## src/bhb_queue.sv

```systemverilog
// Short queue between the front and back parts.
// No dependencies.
`timescale 1ns / 1ps
`default_nettype none
module bhb_queue #(
    parameter int WIDTH = 8,
    parameter int DEPTH = 2
) (
    input  wire logic             i_clk,
    input  wire logic             i_rst_n,
    input  wire logic             i_push_valid,
    output logic                  o_push_ready,
    input  wire logic [WIDTH-1:0] i_push_data,
    output logic                  o_pop_valid,
    input  wire logic             i_pop,
    output logic [WIDTH-1:0]      o_pop_data
);
    localparam int PW = (DEPTH > 1) ? $clog2(DEPTH) : 1;

    logic [WIDTH-1:0] r_slot [DEPTH];
    logic [PW:0]      r_wr, r_rd;
    logic             do_push, do_pop;

    assign o_pop_valid  = (r_wr != r_rd);
    assign o_push_ready = (r_wr[PW-1:0] != r_rd[PW-1:0]) || (r_wr[PW] == r_rd[PW]);
    assign do_push      = i_push_valid && o_push_ready;
    assign do_pop       = i_pop && o_pop_valid;
    assign o_pop_data   = r_slot[r_rd[PW-1:0]];

    always_ff @(posedge i_clk) begin
        if (!i_rst_n) begin
            r_wr <= '0;
            r_rd <= '0;
        end else begin
            if (do_push) begin
                r_wr <= r_wr + 1'b1;
            end
            if (do_pop) begin
                r_rd <= r_rd + 1'b1;
            end
        end
        if (do_push) begin
            r_slot[r_wr[PW-1:0]] <= i_push_data;
        end
    end
endmodule
`default_nettype wire

```

## config.mk

```make
export PLATFORM = sky130hd
export DESIGN_NAME = bhb_queue
export DESIGN_NICKNAME = d
export VERILOG_FILES = /design/src/bhb_queue.sv
export SDC_FILE = /design/constraint.sdc
export NUM_CORES = 1
export LEC_CHECK = 0
export ABC_AREA = 0
export BUFFER_PORTS_ARGS = -buffer_cell sky130_fd_sc_hd__buf_2
export CORE_UTILIZATION = 45
export CTS_CLUSTER_SIZE = 30
export DETAILED_ROUTE_END_ITERATION = 8
export PLACE_DENSITY_LB_ADDON = 0.12
export SYNTH_ARGS = -nofsm -noshare
export SYNTH_HDL_FRONTEND = slang
export SYNTH_SLANG_ARGS = --single-unit
```

## constraint.sdc

```tcl
create_clock -name i_clk -period 1.57 [get_ports i_clk]
set_clock_uncertainty 0.15 [all_clocks]
set_input_delay 0 -clock i_clk [delete_from_list [all_inputs] [get_ports i_clk]]
set_output_delay 0 -clock i_clk [all_outputs]
set_load 0.01 [all_outputs]
```

==> impl_metrics.json <==
{
  "outcome": "finished, final reports clean",
  "slew-limit-headroom_pct": 83.7,
  "die_area_mm2": 0.00205,
  "critPathMaxFanout": 8,
  "core_mm2": 0.00175,
  "synth_area_leader_cell": "edfxtp_1",
  "area_delta_synth_final_pct": 36.2,
  "start_kind": "flop",
  "hold_viol": 0,
  "insertedDiodeCount": 0,
  "antenna_found_initial": 0,
  "clk_pin_slew_ns": 0.11,
  "via_per_inst": 4.74,
  "grt_first_pass_wirelength_um": 2100,
  "h-tree-depth": 1,
  "setup_tns_ns": 0,
  "drt-initial-drc-count": 12,
  "rsz0062_at_grt": "no",
  "syn_avg_cell_area_um2": 14.8,
  "syn_inst": 57,
  "track_usage_pct": 15.1,
  "r2r_setup_slack_ns": 0.13,
  "min_to": "r_slot[0][7]",
  "drive_gt1_share_pct": 42.7,
  "leakage_nw": 0.459,
  "num_vias": 573,
  "fp-row-count": 15,
  "ys_ff_latch": 21,
  "place_congestion": 0.782,
  "clkSinkCount": 21,
  "die_h_um": 45.3,
  "cts_tree": "done",
  "setup_viol": 0,
  "cp_num_buf_inv": 2,
  "worstPathRequired_ns": 1.44,
  "cp_slowest_cell": "dfxtp_1",
  "syn_area_um2": 843,
  "path_cells": "xor2_2, buf_4, a21oi_1, buf_4",
  "hp-start": "i_push_data[7]",
  "r2r-end": "r_slot[1][0]",
  "nFillCells": 151,
  "dp_cells": 106,
  "slew_viol_final": 0,
  "yosys-top-cells-area": "edfxtp_1 57%, dfxtp_1 12%, mux2_2 11%",
  "critPathTopFamily": "flip-flops",
  "crit_path_frequent_cell": "buf_4",
  "io_buffers": 21,
  "ant_nets": 0,
  "wl_per_cell_um": 11.7,
  "fmax_mhz": 695,
  "cp.arrival_ns": 1.31,
  "cts_buffers": 3,
  "crit_start": "r_rd[1]",
  "nets": 109,
  "cts-root-buf": "clkbuf_4",
  "tightest_slew_ns": 0.245,
  "power.density_mw_per_mm2": 990,
  "worst_setup_path_end_kind": "flop",
  "totalWireLength_um": 1420,
  "yosys_warnings": 0,
  "grt_start_max_net_pins": 13,
  "die_w_um": 45.3,
  "worstReg2RegStart": "r_rd[1]",
  "dp_hpwl_um": 1030,
  "critPathKind": "reg2reg",
  "dr.pass1.iters": 2,
  "rr_worst_depth": 4,
  "grt.overflow.total": 0,
  "cts_buffer_depth": 2,
  "synth.distinct_cells": 19,
  "hp-class": "in2reg",
  "ys_seq_area_share_pct": 68.8,
  "finalCriticalPeriod_ns": 1.44,
  "boundaryPins": 22,
  "initial_core_util_pct": 48.3,
  "grt_pass1_vias": 521,
  "insertion_delay_ns": 0.30,
  "synth_fp_nets": 69,
  "hold-worst-slack_ns": 0.261,
  "drc": 0,
  "hold_depth": 2,
  "final_common_cell": "buf_2",
  "maxCapViolCount": 0,
  "critPathMaxStageDelay_ns": 0.35,
  "ir_drop_mv": 0.675,
  "final_cell_mix": "21 x buf_2, 16 x edfxtp_1, 11 x dlygate4sd3_1",
  "yosys.area.top_type_share_pct": 57.0,
  "period_share_pct": 91.7,
  "final_cells": 121
}
==> per-stage QoR <==
stage | power, mW | worst slack, ns | instance area (µm²) | util [%]
6_report | 1.14 | 0.131 | 1150 | 65.8
5_1_grt | 1.18 | 0.0793 | 1150 | 65.8
4_1_cts | 1.15 | 0.00480 | 1150 | 65.7
3_5_place_dp | 0.877 | 0.0341 | 1010 | 57.8
3_3_place_gp | 0.871 | 0.0536 | 1010 | 57.8
2_1_floorplan | 0.789 | 0.00593 | 843 | -
==> cell type report <==
type / count / area (µm²) / area share, %
multi-input combinational: 33 / 251 / 21.9
clock buffer: 3 / 22.5 / 1.96
inverter: 1 / 3.75 / 0.327
timing repair buffer: 37 / 253 / 22.0
tap: 25 / 31.3 / 2.72
clock inverter: 1 / 5.00 / 0.436
sequential: 21 / 582 / 50.7
==> worst max-delay path by stage <==
stage                               end  slack (ns)  depth (start not counted)
after floorplan            r_slot[1][0]       0.006                          2
after global placement     r_slot[0][0]        0.05                          3
after detailed placement   r_slot[0][0]        0.03                          3
after CTS                 o_pop_data[0]       0.005                          2
after global routing       r_slot[1][4]        0.08                          3
final                      r_slot[1][0]        0.13                          4
==> routing by layer <==
| metal | vias to the layer above | track usage (%) | wire length [µm] |
|---|---|---|---|
| met5 | - | 0 | 0 |
| met4 | 0 | 7.27 | 18 |
| met3 | 2 | 3.60 | 41 |
| met2 | 12 | 25.5 | 731 |
| met1 | 272 | 17.9 | 627 |
| li1 | 287 | - | - |
==> power breakdown <==
group,switching (mW),total [mW],internal (mW)
Combinational,0.100,0.215,0.114
Sequential,0.0242,0.669,0.645
Clock,0.159,0.254,0.0951
Total,0.283,1.14,0.854
==> flip-flops by register name, summed over array words and instances, names as in the netlist, named ones only <==
signal  count
r_rd        2
r_slot     16
r_wr        2
==> cells by family after synthesis <==
| group | synth area share, % |
|---|---|
| compound gates | 6.08 |
| flops | 68.8 |
| buf+inv | 1.48 |
| simple gates | 6.53 |
| xor+xnor | 4.01 |
| mux | 13.1 |
==> cell usage after synthesis <==
| library cell | instances |
|---|---|
| xor2_2 | 1 |
| dfxtp_1 | 5 |
| nand2_1 | 6 |
| xnor2_1 | 2 |
| nor2_1 | 3 |
| a21oi_1 | 1 |
| a31oi_1 | 2 |
| inv_1 | 1 |
| mux2i_1 | 2 |
| a311oi_1 | 1 |
| nand4_1 | 1 |
| clkbuf_2 | 1 |
| and3b_1 | 1 |
| o21ai_0 | 2 |
| a21boi_0 | 2 |
| edfxtp_1 | 16 |
| clkbuf_1 | 1 |
| mux2_2 | 8 |
| or3_1 | 1 |
==> what timing repair did <==
item / CTS / global route
setup endpoints to repair: 0 / 16
hold endpoints to repair: 21 / 0
gates resized for setup: 0 / 2
hold buffers: 11 / 0
setup buffers: 0 / 0
(Power assumes the default switching activity.)
