**config.mk**
```make
export PLATFORM = sky130hd
export DESIGN_NAME = bhb_front
export DESIGN_NICKNAME = d
export VERILOG_FILES = /design/src/bhb_pkg.sv /design/src/bhb_ram.sv /design/src/bhb_front.sv
export SDC_FILE = /design/constraint.sdc
export NUM_CORES = 1
export LEC_CHECK = 0
export ABC_AREA = 1
export BUFFER_PORTS_ARGS = -buffer_cell sky130_fd_sc_hd__clkbuf_2
export CORE_MARGIN = 5
export CORE_UTILIZATION = 30
export DETAILED_ROUTE_END_ITERATION = 7
export GPL_TIMING_DRIVEN = 0
export PLACE_DENSITY = 0.82
export SLEW_MARGIN = 5
export SYNTH_ARGS = -nofsm -noshare
export SYNTH_HDL_FRONTEND = slang
export SYNTH_SLANG_ARGS = --single-unit
```
**constraint.sdc**
```tcl
create_clock -name i_clk -period 4.17 [get_ports i_clk]
set_input_delay 0.6255 -clock i_clk [delete_from_list [all_inputs] [get_ports i_clk]]
set_output_delay 0.6255 -clock i_clk [all_outputs]
set_load 0.02 [all_outputs]
```
**src/bhb_pkg.sv**
```systemverilog
// Package for the blocked histogram binner: field widths, mode and op codes.
// No dependencies.
`timescale 1ns / 1ps
`default_nettype none
package bhb_pkg;
    localparam int NUM_EIGS_DEF   = 8;
    localparam int NUM_BREAKS_DEF = 15;
    localparam int MAX_BLOCKS_DEF = 16;

    localparam int MODE_W  = 3;
    localparam int EIG_W   = 3;
    localparam int POS_W   = 16;
    localparam int DATA_W  = 32;
    localparam int LEVEL_W = 4;
    localparam int SUM_W   = 48;
    localparam int CFG_W   = 5;
    localparam int NB_RESET = 16;

    localparam logic [MODE_W-1:0] MODE_LOAD  = 3'd0;
    localparam logic [MODE_W-1:0] MODE_ADD   = 3'd1;
    localparam logic [MODE_W-1:0] MODE_HIST  = 3'd2;
    localparam logic [MODE_W-1:0] MODE_SUM   = 3'd3;
    localparam logic [MODE_W-1:0] MODE_CLEAR = 3'd4;

    localparam int OP_W = 2;
    localparam logic [OP_W-1:0] OP_ADD   = 2'd0;
    localparam logic [OP_W-1:0] OP_HIST  = 2'd1;
    localparam logic [OP_W-1:0] OP_SUM   = 2'd2;
    localparam logic [OP_W-1:0] OP_CLEAR = 2'd3;

    typedef struct packed {
        logic init_busy;
    } t_back_status;
endpackage
`default_nettype wire

```
**src/bhb_ram.sv**
```systemverilog
// Generic single-write, single-read RAM with registered read data.
// No dependencies.
`timescale 1ns / 1ps
`default_nettype none
module bhb_ram #(
    parameter int WIDTH = 32,
    parameter int DEPTH = 16,
    localparam int AW = (DEPTH > 1) ? $clog2(DEPTH) : 1
) (
    input  wire logic                     i_clk,
    input  wire logic                     i_wr_en,
    input  wire logic [AW-1:0]            i_wr_addr,
    input  wire logic [WIDTH-1:0]         i_wr_data,
    input  wire logic [AW-1:0]            i_rd_addr,
    output logic      [WIDTH-1:0]         o_rd_data
);
    logic [WIDTH-1:0] r_mem [DEPTH];

    always_ff @(posedge i_clk) begin
        if (i_wr_en) begin
            r_mem[i_wr_addr] <= i_wr_data;
        end
        o_rd_data <= r_mem[i_rd_addr];
    end
endmodule
`default_nettype wire

```
**src/bhb_front.sv**
```systemverilog
// Front part: accepts words, loads break values, finds block and bin of samples.
// Depends on bhb_pkg and bhb_ram.
`timescale 1ns / 1ps
`default_nettype none
module bhb_front import bhb_pkg::*; #(
    parameter int NUM_EIGS   = NUM_EIGS_DEF,
    parameter int NUM_BREAKS = NUM_BREAKS_DEF,
    parameter int MAX_BLOCKS = MAX_BLOCKS_DEF,
    parameter int QW         = 8,
    localparam int NW        = $clog2(MAX_BLOCKS + 1)
) (
    input  wire logic                 i_clk,
    input  wire logic                 i_rst_n,
    input  wire logic                 i_in_valid,
    output logic                      o_in_ready,
    input  wire logic [MODE_W-1:0]    i_mode,
    input  wire logic [EIG_W-1:0]     i_eig_index,
    input  wire logic [POS_W-1:0]     i_position,
    input  wire logic [DATA_W-1:0]    i_sample_value,
    input  wire logic [NW-1:0]        i_nb_eff,
    input  wire logic                 i_hold,
    output logic                      o_push_valid,
    input  wire logic                 i_push_ready,
    output logic [QW-1:0]             o_push_data
);
    localparam int EW = (NUM_EIGS > 1) ? $clog2(NUM_EIGS) : 1;
    localparam int BW = (MAX_BLOCKS > 1) ? $clog2(MAX_BLOCKS) : 1;
    localparam int LW = $clog2(NUM_BREAKS + 1);
    localparam int MOD_BITS = 4;
    localparam int MOD_STEPS = POS_W / MOD_BITS;
    localparam int MSW = $clog2(MOD_STEPS);

    localparam logic [1:0] F_IDLE = 2'd0;
    localparam logic [1:0] F_MOD  = 2'd1;
    localparam logic [1:0] F_PUSH = 2'd2;

    logic [1:0]        r_state, n_state;
    logic [OP_W-1:0]   r_kind, n_kind;
    logic              r_ok, n_ok;
    logic [EW-1:0]     r_eig, n_eig;
    logic [BW-1:0]     r_blk, n_blk;
    logic [DATA_W-1:0] r_val, n_val;
    logic [NW-1:0]     r_rem, n_rem;
    logic [POS_W-1:0]  r_quo, n_quo;
    logic [MSW-1:0]    r_cnt, n_cnt;
    logic [NUM_BREAKS-1:0] r_gt;

    logic [DATA_W-1:0] brk [NUM_BREAKS];
    logic              accept, eig_ok, load_ok, pos_ok;
    logic [NW-1:0]     step_rem;
    logic [NW:0]       trial;
    logic [POS_W-1:0]  step_quo;
    logic [LW-1:0]     bin;

    assign o_in_ready = (r_state == F_IDLE) && !i_hold;
    assign accept  = i_in_valid && o_in_ready;
    assign eig_ok  = 32'(i_eig_index) < NUM_EIGS;
    assign load_ok = eig_ok && (32'(i_position) < NUM_BREAKS);
    assign pos_ok  = 32'(i_position) < 32'(i_nb_eff);

    for (genvar j = 0; j < NUM_BREAKS; j++) begin : g_lane
        bhb_ram #(.WIDTH(DATA_W), .DEPTH(NUM_EIGS)) u_brk (
            .i_clk    (i_clk),
            .i_wr_en  (accept && (i_mode == MODE_LOAD) && load_ok
                       && (i_position == POS_W'(j))),
            .i_wr_addr(EW'(i_eig_index)),
            .i_wr_data(i_sample_value),
            .i_rd_addr(r_eig),
            .o_rd_data(brk[j])
        );
    end

    always_comb begin
        step_rem = r_rem;
        step_quo = r_quo;
        trial = '0;
        for (int b = 0; b < MOD_BITS; b++) begin
            trial = {step_rem, step_quo[POS_W-1]};
            step_quo = {step_quo[POS_W-2:0], 1'b0};
            if (trial >= {1'b0, i_nb_eff}) begin
                trial = trial - {1'b0, i_nb_eff};
            end
            step_rem = trial[NW-1:0];
        end
    end

    always_comb begin
        bin = '0;
        for (int j = 0; j < NUM_BREAKS; j++) begin
            bin = bin + LW'(r_gt[j]);
        end
    end

    always_comb begin
        n_state = r_state;
        n_kind  = r_kind;
        n_ok    = r_ok;
        n_eig   = r_eig;
        n_blk   = r_blk;
        n_val   = r_val;
        n_rem   = r_rem;
        n_quo   = r_quo;
        n_cnt   = r_cnt;
        case (r_state)
            F_IDLE: begin
                if (accept) begin
                    n_eig = EW'(i_eig_index);
                    n_val = i_sample_value;
                    n_ok  = eig_ok && pos_ok;
                    n_blk = BW'(i_position);
                    case (i_mode)
                        MODE_ADD: begin
                            if (eig_ok) begin
                                n_kind  = OP_ADD;
                                n_rem   = '0;
                                n_quo   = i_position;
                                n_cnt   = '0;
                                n_state = F_MOD;
                            end
                        end
                        MODE_HIST: begin
                            n_kind  = OP_HIST;
                            n_state = F_PUSH;
                        end
                        MODE_SUM: begin
                            n_kind  = OP_SUM;
                            n_state = F_PUSH;
                        end
                        MODE_CLEAR: begin
                            n_kind  = OP_CLEAR;
                            n_state = F_PUSH;
                        end
                        default: begin
                            n_state = F_IDLE;
                        end
                    endcase
                end
            end
            F_MOD: begin
                n_rem = step_rem;
                n_quo = step_quo;
                n_cnt = r_cnt + 1'b1;
                if (r_cnt == MSW'(MOD_STEPS - 1)) begin
                    n_blk   = BW'(step_rem);
                    n_state = F_PUSH;
                end
            end
            F_PUSH: begin
                if (i_push_ready) begin
                    n_state = F_IDLE;
                end
            end
            default: begin
                n_state = F_IDLE;
            end
        endcase
    end

    always_ff @(posedge i_clk) begin
        if (!i_rst_n) begin
            r_state <= F_IDLE;
        end else begin
            r_state <= n_state;
        end
        r_kind <= n_kind;
        r_ok   <= n_ok;
        r_eig  <= n_eig;
        r_blk  <= n_blk;
        r_val  <= n_val;
        r_rem  <= n_rem;
        r_quo  <= n_quo;
        r_cnt  <= n_cnt;
        for (int j = 0; j < NUM_BREAKS; j++) begin
            r_gt[j] <= $signed(r_val) > $signed(brk[j]);
        end
    end

    assign o_push_valid = (r_state == F_PUSH);
    assign o_push_data  = {r_kind, r_ok, r_eig, r_blk, bin, r_val};
endmodule
`default_nettype wire

```
==> results of run 1 <==
==> through the flow <==
stage	power [mW]	cell area (µm²)	instances	hold slack [ns]	setup WS (ns)
after floorplan	0.158	500	48	0.521	2.49
after global placement	0.171	646	89	0.547	2.27
after detailed placement	0.172	646	89	0.555	2.23
after CTS	0.242	672	93	0.524	2.44
after global routing	0.254	672	93	0.509	2.27
final	0.238	672	93	0.531	2.46
==> cells by family (layout without fill, tap and decap cells) <==
family,count (synthesis),after routing,share of synthesized area
AO/OA/AOI/OAI,4,4,0.0450
AND/OR/NAND/NOR,21,21,0.175
flip-flops,12,12,0.680
buffers and inverters,10,39,0.0750
adder cells (fa/ha/maj),1,1,0.0250
==> registers in the layout, indices dropped and copies added, names as in the netlist <==
signal and flops:
r_cnt 2, r_val 8, r_state 2
==> where the power goes <==
group	leakage (nW)	internal (mW)	switching [mW]
registers	0.110	0.136	0.00176
clock network	0.0154	0.0346	0.0340
logic	0.210	0.0124	0.0194
==> path summary, 6_finish.rpt <==
kind         slack, ns         end         startpoint
max reg2reg       2.47    r_val[5]         r_state[1]
min               0.53    r_val[7]  i_sample_value[7]
max               2.46  o_in_ready         r_state[1]
min reg2reg       0.56    r_cnt[0]           r_cnt[0]
==> cells in the final DEF, fill, tap and decap left out <==
cell type,count
nand2_1,8
nand3_1,1
o21ai_1,1
a21oi_1,2
ha_1,1
edfxtp_1,10
nor2_2,1
clkbuf_2,25
dfxtp_1,2
inv_1,10
nor3_1,1
a211oi_1,1
clkbuf_4,3
nor2_1,9
clkinv_1,1
nand3b_1,1
==> layout make-up <==
| cell class | count | area, µm² | share of cell area |
|---|---|---|---|
| Sequential cell | 12 | 340 | 0.507 |
| Clock buffer | 3 | 22.5 | 0.0335 |
| Multi-Input combinational cell | 26 | 123 | 0.182 |
| Timing Repair Buffer | 25 | 125 | 0.186 |
| Clock inverter | 1 | 3.75 | 0.00559 |
| Tap cell | 16 | 20.0 | 0.0298 |
| Inverter | 10 | 37.5 | 0.0559 |
==> routing by layer <==
layer	share of wire	GRT usage	routed length, µm	vias to the layer above
li1	-	-	-	215
met5	0	0	0	-
met3	0.15	0.0552	133	0
met4	0	0.0128	0	0
met1	0.37	0.0676	332	172
met2	0.47	0.120	420	18
==> summary.txt, run 1 <==
Timing
  • Slew HR: 0.339
  • Setup repair after global routing missed its margin: no
  • Final hold vios: 0
  • Fin. max-slew vios: 0
  • Setup TNS: 0 ns
  • Minimum clock period: 1.71 ns
  • Setup Viol. Count Final: 0
  • Fmax: around 0.6 GHz
  • Fin crit share: 0.410
  • Worst Tran Pin Value: 0.984 ns
  • Clock Skew: between 0.005 and 0.006 ns

Setup path
  • Slowest stage delay, CP: between 0.3 and 0.4 ns
  • Setup CP Type: reg -> out
  • Most used cell, CP: nor2_1
  • Worst-path cell chain: nor2_1 -> inv_1 -> nor2_1 -> clkbuf_2
  • Worst reg2reg path depth: 3
  • Buffer and inverter count on the worst path: 2
  • WP data arrival: 1.08 ns
  • Crit start category: flop
  • Setup crit end kind: output port
  • Critical path depth: 4
  • CP max-delay cell: dfxtp_1
  • Max FO, Critical Path: 4
  • Worst path required time: ~3.5 ns
  • Top Family by Delay on Critical Path: flip-flops

Power and ir drop
  • P per Cell Area: between 300 and 400 nW/µm²
  • VDD IR max: 0.188 mV
  • Static leakage: 0.335 nW

GRT
  • Pin count of the biggest net entering global routing: 9
  • GRT Total Usage: 0.0706
  • First-pass GRT wire length: between 1000 and 1500 µm
  • Vias in the first global route: about 370
  • Initial antenna violation count: 0
  • Grt total ovfl: 0

Clock network
  • CTS Buf Count: 3
  • CTS sink cnt: 12
  • Clock buffer depth: 2
  • CTS Hold Buffers Added: 0
  • Clock Tree Root: clkbuf_4
  • Post-CTS sizing: 0
  • Postcts setup bufs: 0
  • H-tree depth: 1
  • CTS tree: done
  • Clk pin slew, worst setup/hold paths: approximately 0.07 ns
  • Clk Latency, worst-skew pair: roughly 0.26 ns

Die
  • Die area: 2590 µm²
  • Row cnt: 14
  • Chip height: slightly above 50 µm
  • Die W: 50.8 µm
  • Core area: 1540 µm²
  • Starting Density: 0.325
  • I/O pins: 74

Finish
  • Layout fillers: 160
  • Antenna diode count: 0
  • Synthesis-to-layout area growth: 34.2%
  • Post-layout nets: 143
  • Layout cell share with drive strength beyond 1: 0.377
  • Final Util: 0.436

Outcome
  • Status: complete, no violations

Drt
  • Antenna Violating Nets Remaining: 0
  • Post-DR wirelength/cell: 9.53 µm
  • Vias per cell: around 4.4
  • Drt drc: 0
  • Total wire length: 886 µm
  • Drt pass-1 iters: 2
  • 1st-iter DRT viols: 4
  • DR vias: 405

Synthesis
  • Post-synth top cells: edfxtp_1 (10), inv_1 (10), nor2_1 (9)
  • Synthesized cell area: 500 µm²
  • Register bit total from synthesis: 12
  • Asr flop ratio synth: 0
  • Register area share after synthesis: 0.680
  • Yosys warnings: 0
  • Mean Syn Cell Area: about 10 µm²
  • Unique masters post-synth: 13
  • Yosys top cell area share: 0.600
  • Top_reg_cell synth: edfxtp_1
  • Number of flops mapped to enable cells by yosys: 10
  • Post-Syn Instances: 48
  • Ranking of synthesized cells by area: edfxtp_1 (60%), dfxtp_1 (8.0%), inv_1 (7.5%)
  • Yosys top cell by area: edfxtp_1
  • Syn_nets: about 110

Placed design
  • IO buf count: 25
  • Detailed Place HPWL: 786 µm
  • Gpl congestion: 0.677

Worst hold path
  • Worst min-delay path class: in -> reg
  • Hold Path Depth: 1

Run
  • Max Cap Viol: 0
Power figures use the tool's default switching activity.
==> inputs of run 2 (changes only) <==
Settings changed: CORE_UTILIZATION 30 to 28, PLACE_DENSITY 0.82 to 0.77.
Clock period 4.17 ns to 1.6 ns, I/O delays scaled along.
==> run 2 against run 1 <==
  * Register-to-register slack got worse by 2.3 ns
  * Count of clock-buffer cells in the layout rose by 1
  * Combinational power rose to 2.7 times the previous value
  * Critical path type is now reg -> reg
==> summary.txt, run 2 (synthesis gave the netlist of run 1 again) <==
Outcome
  • Status: complete, no violations

Finish
  • Layout fillers: about 190
  • Post-layout nets: between 100 and 150
  • Max reg flops: 8
  • Top flop regs: r_val: 8 flops, r_cnt: 2 flops, r_state: 2 flops
  • Top reg by flops: r_val
  • Synthesis-to-layout area growth: 37.5%
  • Layout cell share with drive strength beyond 1: 0.390
  • Most common cell after layout, fill and taps aside: clkbuf_2
  • Final Util: 0.403
  • Antenna diode count: 0
  • Most frequent cells in the layout: clkbuf_2 (25), inv_1 (10), edfxtp_1 (10)
  • Layout Cells excl Fill: 102

Timing
  • Final hold vios: 0
  • Clock Skew: 0.00947 ns
  • Minimum clock period: around 1.4 ns
  • Setup Viol. Count Final: 0
  • Fmax: 0.721 GHz
  • Slew HR: 0.601
  • Setup repair after global routing missed its margin: no
  • Worst Tran Pin Value: 0.595 ns
  • Fin. max-slew vios: 0
  • Fin crit share: 0.867

Worst hold path
  • Worst Hold Path EP: r_val[2]
  • Worst min-delay path class: in -> reg
  • Hold Path Depth: 1
  • Hold Path Origin: i_sample_value[2]

Setup path
  • Top Family by Delay on Critical Path: simple AND/OR/NAND/NOR gates
  • Crit start category: flop
  • FF-to-FF Start: r_state[1]
  • Worst path required time: 1.50 ns
  • WP data arrival: 1.28 ns
  • CP max-delay cell: nor3_2
  • Setup CP Type: reg -> reg
  • Setup crit end kind: flop
  • Slowest stage delay, CP: 0.46 ns
  • Worst reg-to-reg setup slack: 0.21 ns
  • Max FO, Critical Path: 8
  • Buffer and inverter count on the worst path: 1
  • Worst r2r dst: r_val[1]
  • Crit path launch: r_state[1]
  • Worst-path cell chain: nor2_1 -> inv_1 -> nor3_2
  • Worst reg2reg path depth: 3

Die
  • Row cnt: 15
  • Die W: 52.3 µm
  • Core area: 1710 µm²
  • Die area: 2730 µm²
  • Starting Density: 0.293
  • Chip height: about 52 µm
  • I/O pins: 74

GRT
  • Pin count of the biggest net entering global routing: 9
  • Vias in the first global route: 448
  • Initial antenna violation count: 0
  • Grt total ovfl: 0
  • First-pass GRT wire length: 1750 µm
  • GRT Total Usage: 0.0893

Clock network
  • Clock buffer depth: 2
  • H-tree depth: 1
  • Clock Tree Root: clkbuf_4
  • Postcts setup bufs: 0
  • CTS tree: done
  • CTS sink cnt: 12
  • Clk Latency, worst-skew pair: 0.27 ns
  • CTS Buf Count: 3
  • Clk pin slew, worst setup/hold paths: 0.07 ns

Placed design
  • Gpl congestion: 0.706
  • IO buf count: 25
  • Detailed Place HPWL: approximately 900 µm
  • Dpl cells: 98

Drt
  • Total wire length: 1010 µm
  • Antenna Violating Nets Remaining: 0
  • DR vias: between 400 and 500
  • 1st-iter DRT viols: 3
  • Post-DR wirelength/cell: approximately 9.9 µm
  • Vias per cell: 4.00
  • Drt pass-1 iters: 2
  • Drt drc: 0

Power and ir drop
  • Combinational power share: 0.135
  • Net Switching: 0.145 mW
  • P per Cell Area: 912 nW/µm²
  • Sequential power share: 0.571
  • Sw Ratio: 0.231
  • Internal: between 0.4 and 0.5 mW
  • Clock Power Share: 0.294
  • VDD IR max: 0.548 mV
  • Static leakage: 0.335 nW

Run
  • Max Cap Viol: 0
-- run 2: changes by cell type in the layout (fill, tap and decap cells not counted) --
cell and delta:
clkinv_1 -1, clkbuf_1 +1, nor3_2 +1, nor3_1 -1
-- run 2: through the flow --
step	worst slack (ns)	TNS (ns)	instance area, µm²	hold slack, ns	total power, mW
after floorplan	0.117	0	500	0.339	0.412
after global placement	-0.113	-0.904	657	0.417	0.447
after detailed placement	-0.163	-1.30	657	0.419	0.451
after CTS	0.174	0	688	0.135	0.639
after global routing	0.0332	0	688	0.125	0.663
final	0.213	0	688	0.144	0.628
-- run 2: routing by layer --
| metal | up-vias | global-route usage | wire length (µm) |
|---|---|---|---|
| li1 | 212 | - | - |
| met1 | 182 | 0.0819 | 372 |
| met2 | 14 | 0.165 | 559 |
| met3 | 0 | 0.0513 | 82 |
| met4 | 0 | 0.0255 | 0 |
| met5 | - | 0 | 0 |
-- run 2: worst max path at each step --
stage | endpoint | slack [ns] | depth (start not counted)
finish | r_val[1] | 0.21 | 3
global route | r_val[1] | 0.03 | 3
CTS | r_val[1] | 0.17 | 3
detailed placement | r_val[0] | -0.16 | 3
global placement | r_val[5] | -0.11 | 3
floorplan | r_val[0] | 0.12 | 3
-- run 2: power groups by stage --
stage	registers (mW)	logic [mW]	clock network, mW
2_1_floorplan	0.378	0.0346	0
3_3_place_gp	0.365	0.0820	0
3_5_place_dp	0.366	0.0848	0
4_1_cts	0.359	0.0863	0.194
5_1_grt	0.360	0.0960	0.207
6_report	0.358	0.0847	0.184
-- run 2: cell type report --
class	instances	area, µm²	area share
tap	25	31.3	0.0455
timing repair buffer	25	125	0.182
inverter	10	37.5	0.0545
multi-input combinational	26	128	0.185
sequential	12	340	0.495
clock buffer	4	26.3	0.0382
-- run 2: timing repair --
item	4_1_cts	5_1_grt
resized for setup	1	0
setup endpoints to repair	8	0
hold buffers	0	0
==> inputs of run 3 (changes only) <==
Settings changed: BUFFER_PORTS_ARGS -buffer_cell sky130_fd_sc_hd__clkbuf_2 to unset, CORE_AREA set to 5 5 42 44, CORE_MARGIN 5 to unset, CORE_UTILIZATION 28 to unset, DIE_AREA set to 0 0 47 49, DONT_BUFFER_PORTS set to 1, PLACE_DENSITY 0.77 to unset.
==> run 3 against run 2 <==
  * Global-route usage is 1.2 points lower
  * Sequential share of layout area grew 12 points
  * Maximum frequency down 1.3%
  * Sequential cell count unchanged
  * Worst setup slack lost 0.018 ns
  * Wire length decreased by 20%
  * First-iteration DRC count decreased by 67%
  * Final cell count shrank 33%
  * Clock skew down 0.0014 ns
  * Die area shrank 16%
  * Count of clock-buffer cells in the layout decreased by 1
  * Highest routed layer is now met4
==> summary.txt, run 3 (synthesis gave the netlist of run 1 again) <==
Outcome
  • Status: complete, no violations

Die
  • Row cnt: 14
  • I/O pins: between 70 and 80
  • Chip height: 49 µm
  • Starting Density: 0.357
  • Die W: ~47 µm
  • Core area: 1400 µm²
  • Die area: 2300 µm²

Timing
  • Setup Viol. Count Final: 0
  • Setup repair after global routing missed its margin: no
  • Fin. max-slew vios: 0
  • Fmax: ~0.7 GHz
  • Fin crit share: 0.878
  • Worst Tran Pin Value: between 0.5 and 0.6 ns
  • Final hold vios: 0
  • Slew HR: 0.612
  • Clock Skew: between 0.008 and 0.009 ns
  • Minimum clock period: 1.40 ns

GRT
  • Initial antenna violation count: 0
  • First-pass GRT wire length: 1270 µm
  • Grt total ovfl: 0
  • GRT Total Usage: 0.0771
  • Pin count of the biggest net entering global routing: 9
  • Vias in the first global route: roughly 300

Drt
  • 1st-iter DRT viols: 1
  • Drt drc: 0
  • Total wire length: ~810 µm
  • Post-DR wirelength/cell: around 12 µm
  • Routed length on met2: 304 µm
  • DR vias: 312
  • Antenna Violating Nets Remaining: 0
  • Max Used Layer: met4
  • Vias per cell: 4.59
  • WL met1: 370 µm
  • Drt pass-1 iters: 4
  • WL met3: 125 µm

Finish
  • Post-layout nets: between 100 and 150
  • Synthesis-to-layout area growth: 10.2%
  • Max reg flops: 8
  • Antenna diode count: 0
  • Layout fillers: between 100 and 150
  • Top flop regs: r_val: 8 flops, r_cnt: 2 flops, r_state: 2 flops
  • Most frequent cells in the layout: inv_1 (10), edfxtp_1 (10), nor2_1 (9)
  • Top reg by flops: r_val
  • Layout cell share with drive strength beyond 1: 0.0962
  • Final non-filler cell area: 552 µm²

Clock network
  • H-tree depth: 1
  • CTS tree: done
  • Clk Latency, worst-skew pair: 0.26 ns
  • Clk pin slew, worst setup/hold paths: 0.08 ns
  • CTS Buf Count: 3
  • Clock Tree Root: clkbuf_4
  • Clock buffer depth: 2
  • CTS sink cnt: 12

Worst hold path
  • Hold Path Depth: 0
  • Worst min-delay path class: in -> reg

Placed design
  • Placed cell area: 520 µm²
  • Gpl congestion: 0.677
  • Detailed Place HPWL: between 600 and 700 µm
  • IO buf count: 0

Setup path
  • WP data arrival: 1.16 ns
  • Worst-path cell chain: nor2_1 -> inv_1 -> nor2_1
  • Setup crit end kind: output port
  • CP max-delay cell: dfxtp_1
  • Setup CP Type: reg -> out
  • Slowest stage delay, CP: about 0.34 ns
  • Worst reg2reg path depth: 3
  • Most used cell, CP: nor2_1
  • Crit start category: flop
  • Worst path required time: 1.36 ns
  • Max FO, Critical Path: 5

Power and ir drop
  • Internal: 0.456 mW
  • Clock Power Share: 0.306
  • Net Switching: approximately 0.14 mW
  • Sw Ratio: 0.232
  • VDD IR max: roughly 0.38 mV
  • Combinational power share: 0.068
  • Final Power: 0.594 mW
  • Static leakage: 0.231 nW
  • Sequential power share: 0.626
  • P per Cell Area: about 1100 nW/µm²

Run
  • Max Cap Viol: 0
[run 3: power groups by stage]
stage	clock network (mW)	logic [mW]	registers, mW
after global placement	0	0.0396	0.379
after detailed placement	0	0.0405	0.380
after global routing	0.208	0.0470	0.374
final	0.182	0.0407	0.372
after floorplan	0	0.0346	0.378
after CTS	0.190	0.0418	0.372
[run 3: critical path: cells and delay by family, from the launching register on]
kind                   cells  cell delay (ns)
DFF                        1             0.34
buffers and inverters      1             0.09
and+or+nand+nor            2             0.46
[run 3: cell type report]
| class | instances | area (µm²) | area share |
|---|---|---|---|
| clock buffer | 3 | 22.5 | 0.0408 |
| multi-input combinational | 26 | 128 | 0.231 |
| sequential | 12 | 340 | 0.617 |
| tap | 16 | 20.0 | 0.0363 |
| clock inverter | 1 | 3.75 | 0.00680 |
| inverter | 10 | 37.5 | 0.0680 |
[run 3: per-stage QoR]
stage	setup slack [ns]	instances	util	TNS (ns)	hold WS, ns
final	0.196	68	0.394	0	0.0657
after global routing	0.0977	68	0.394	0	0.0428
after CTS	0.169	68	0.394	0	0.0608
after detailed placement	-0.173	64	0.371	-1.38	0.339
after global placement	-0.102	64	0.371	-0.814	0.339
after floorplan	0.117	48	-	0	0.339
[run 3: routing by layer]
layer | global-route usage | vias up
met5 | 0 | -
met4 | 0.0415 | 0
met3 | 0.0664 | 2
met2 | 0.104 | 21
met1 | 0.0803 | 128
li1 | - | 161
[run 3: what timing repair did]
item	CTS	global route
gates resized for setup	1	0
hold buffers	0	0
endpoints found under the setup margin	8	0
setup buffers	0	0
endpoints found under the hold margin	0	0
[run 3: final timing paths]
check | from | endpoint | slack (ns)
worst min register to register | r_state[0] | r_state[0] | 0.56
worst max-delay path | r_state[0] | o_in_ready | 0.20
worst max register to register | r_state[0] | r_val[2] | 0.21
worst min-delay path | i_sample_value[6] | r_val[6] | 0.07
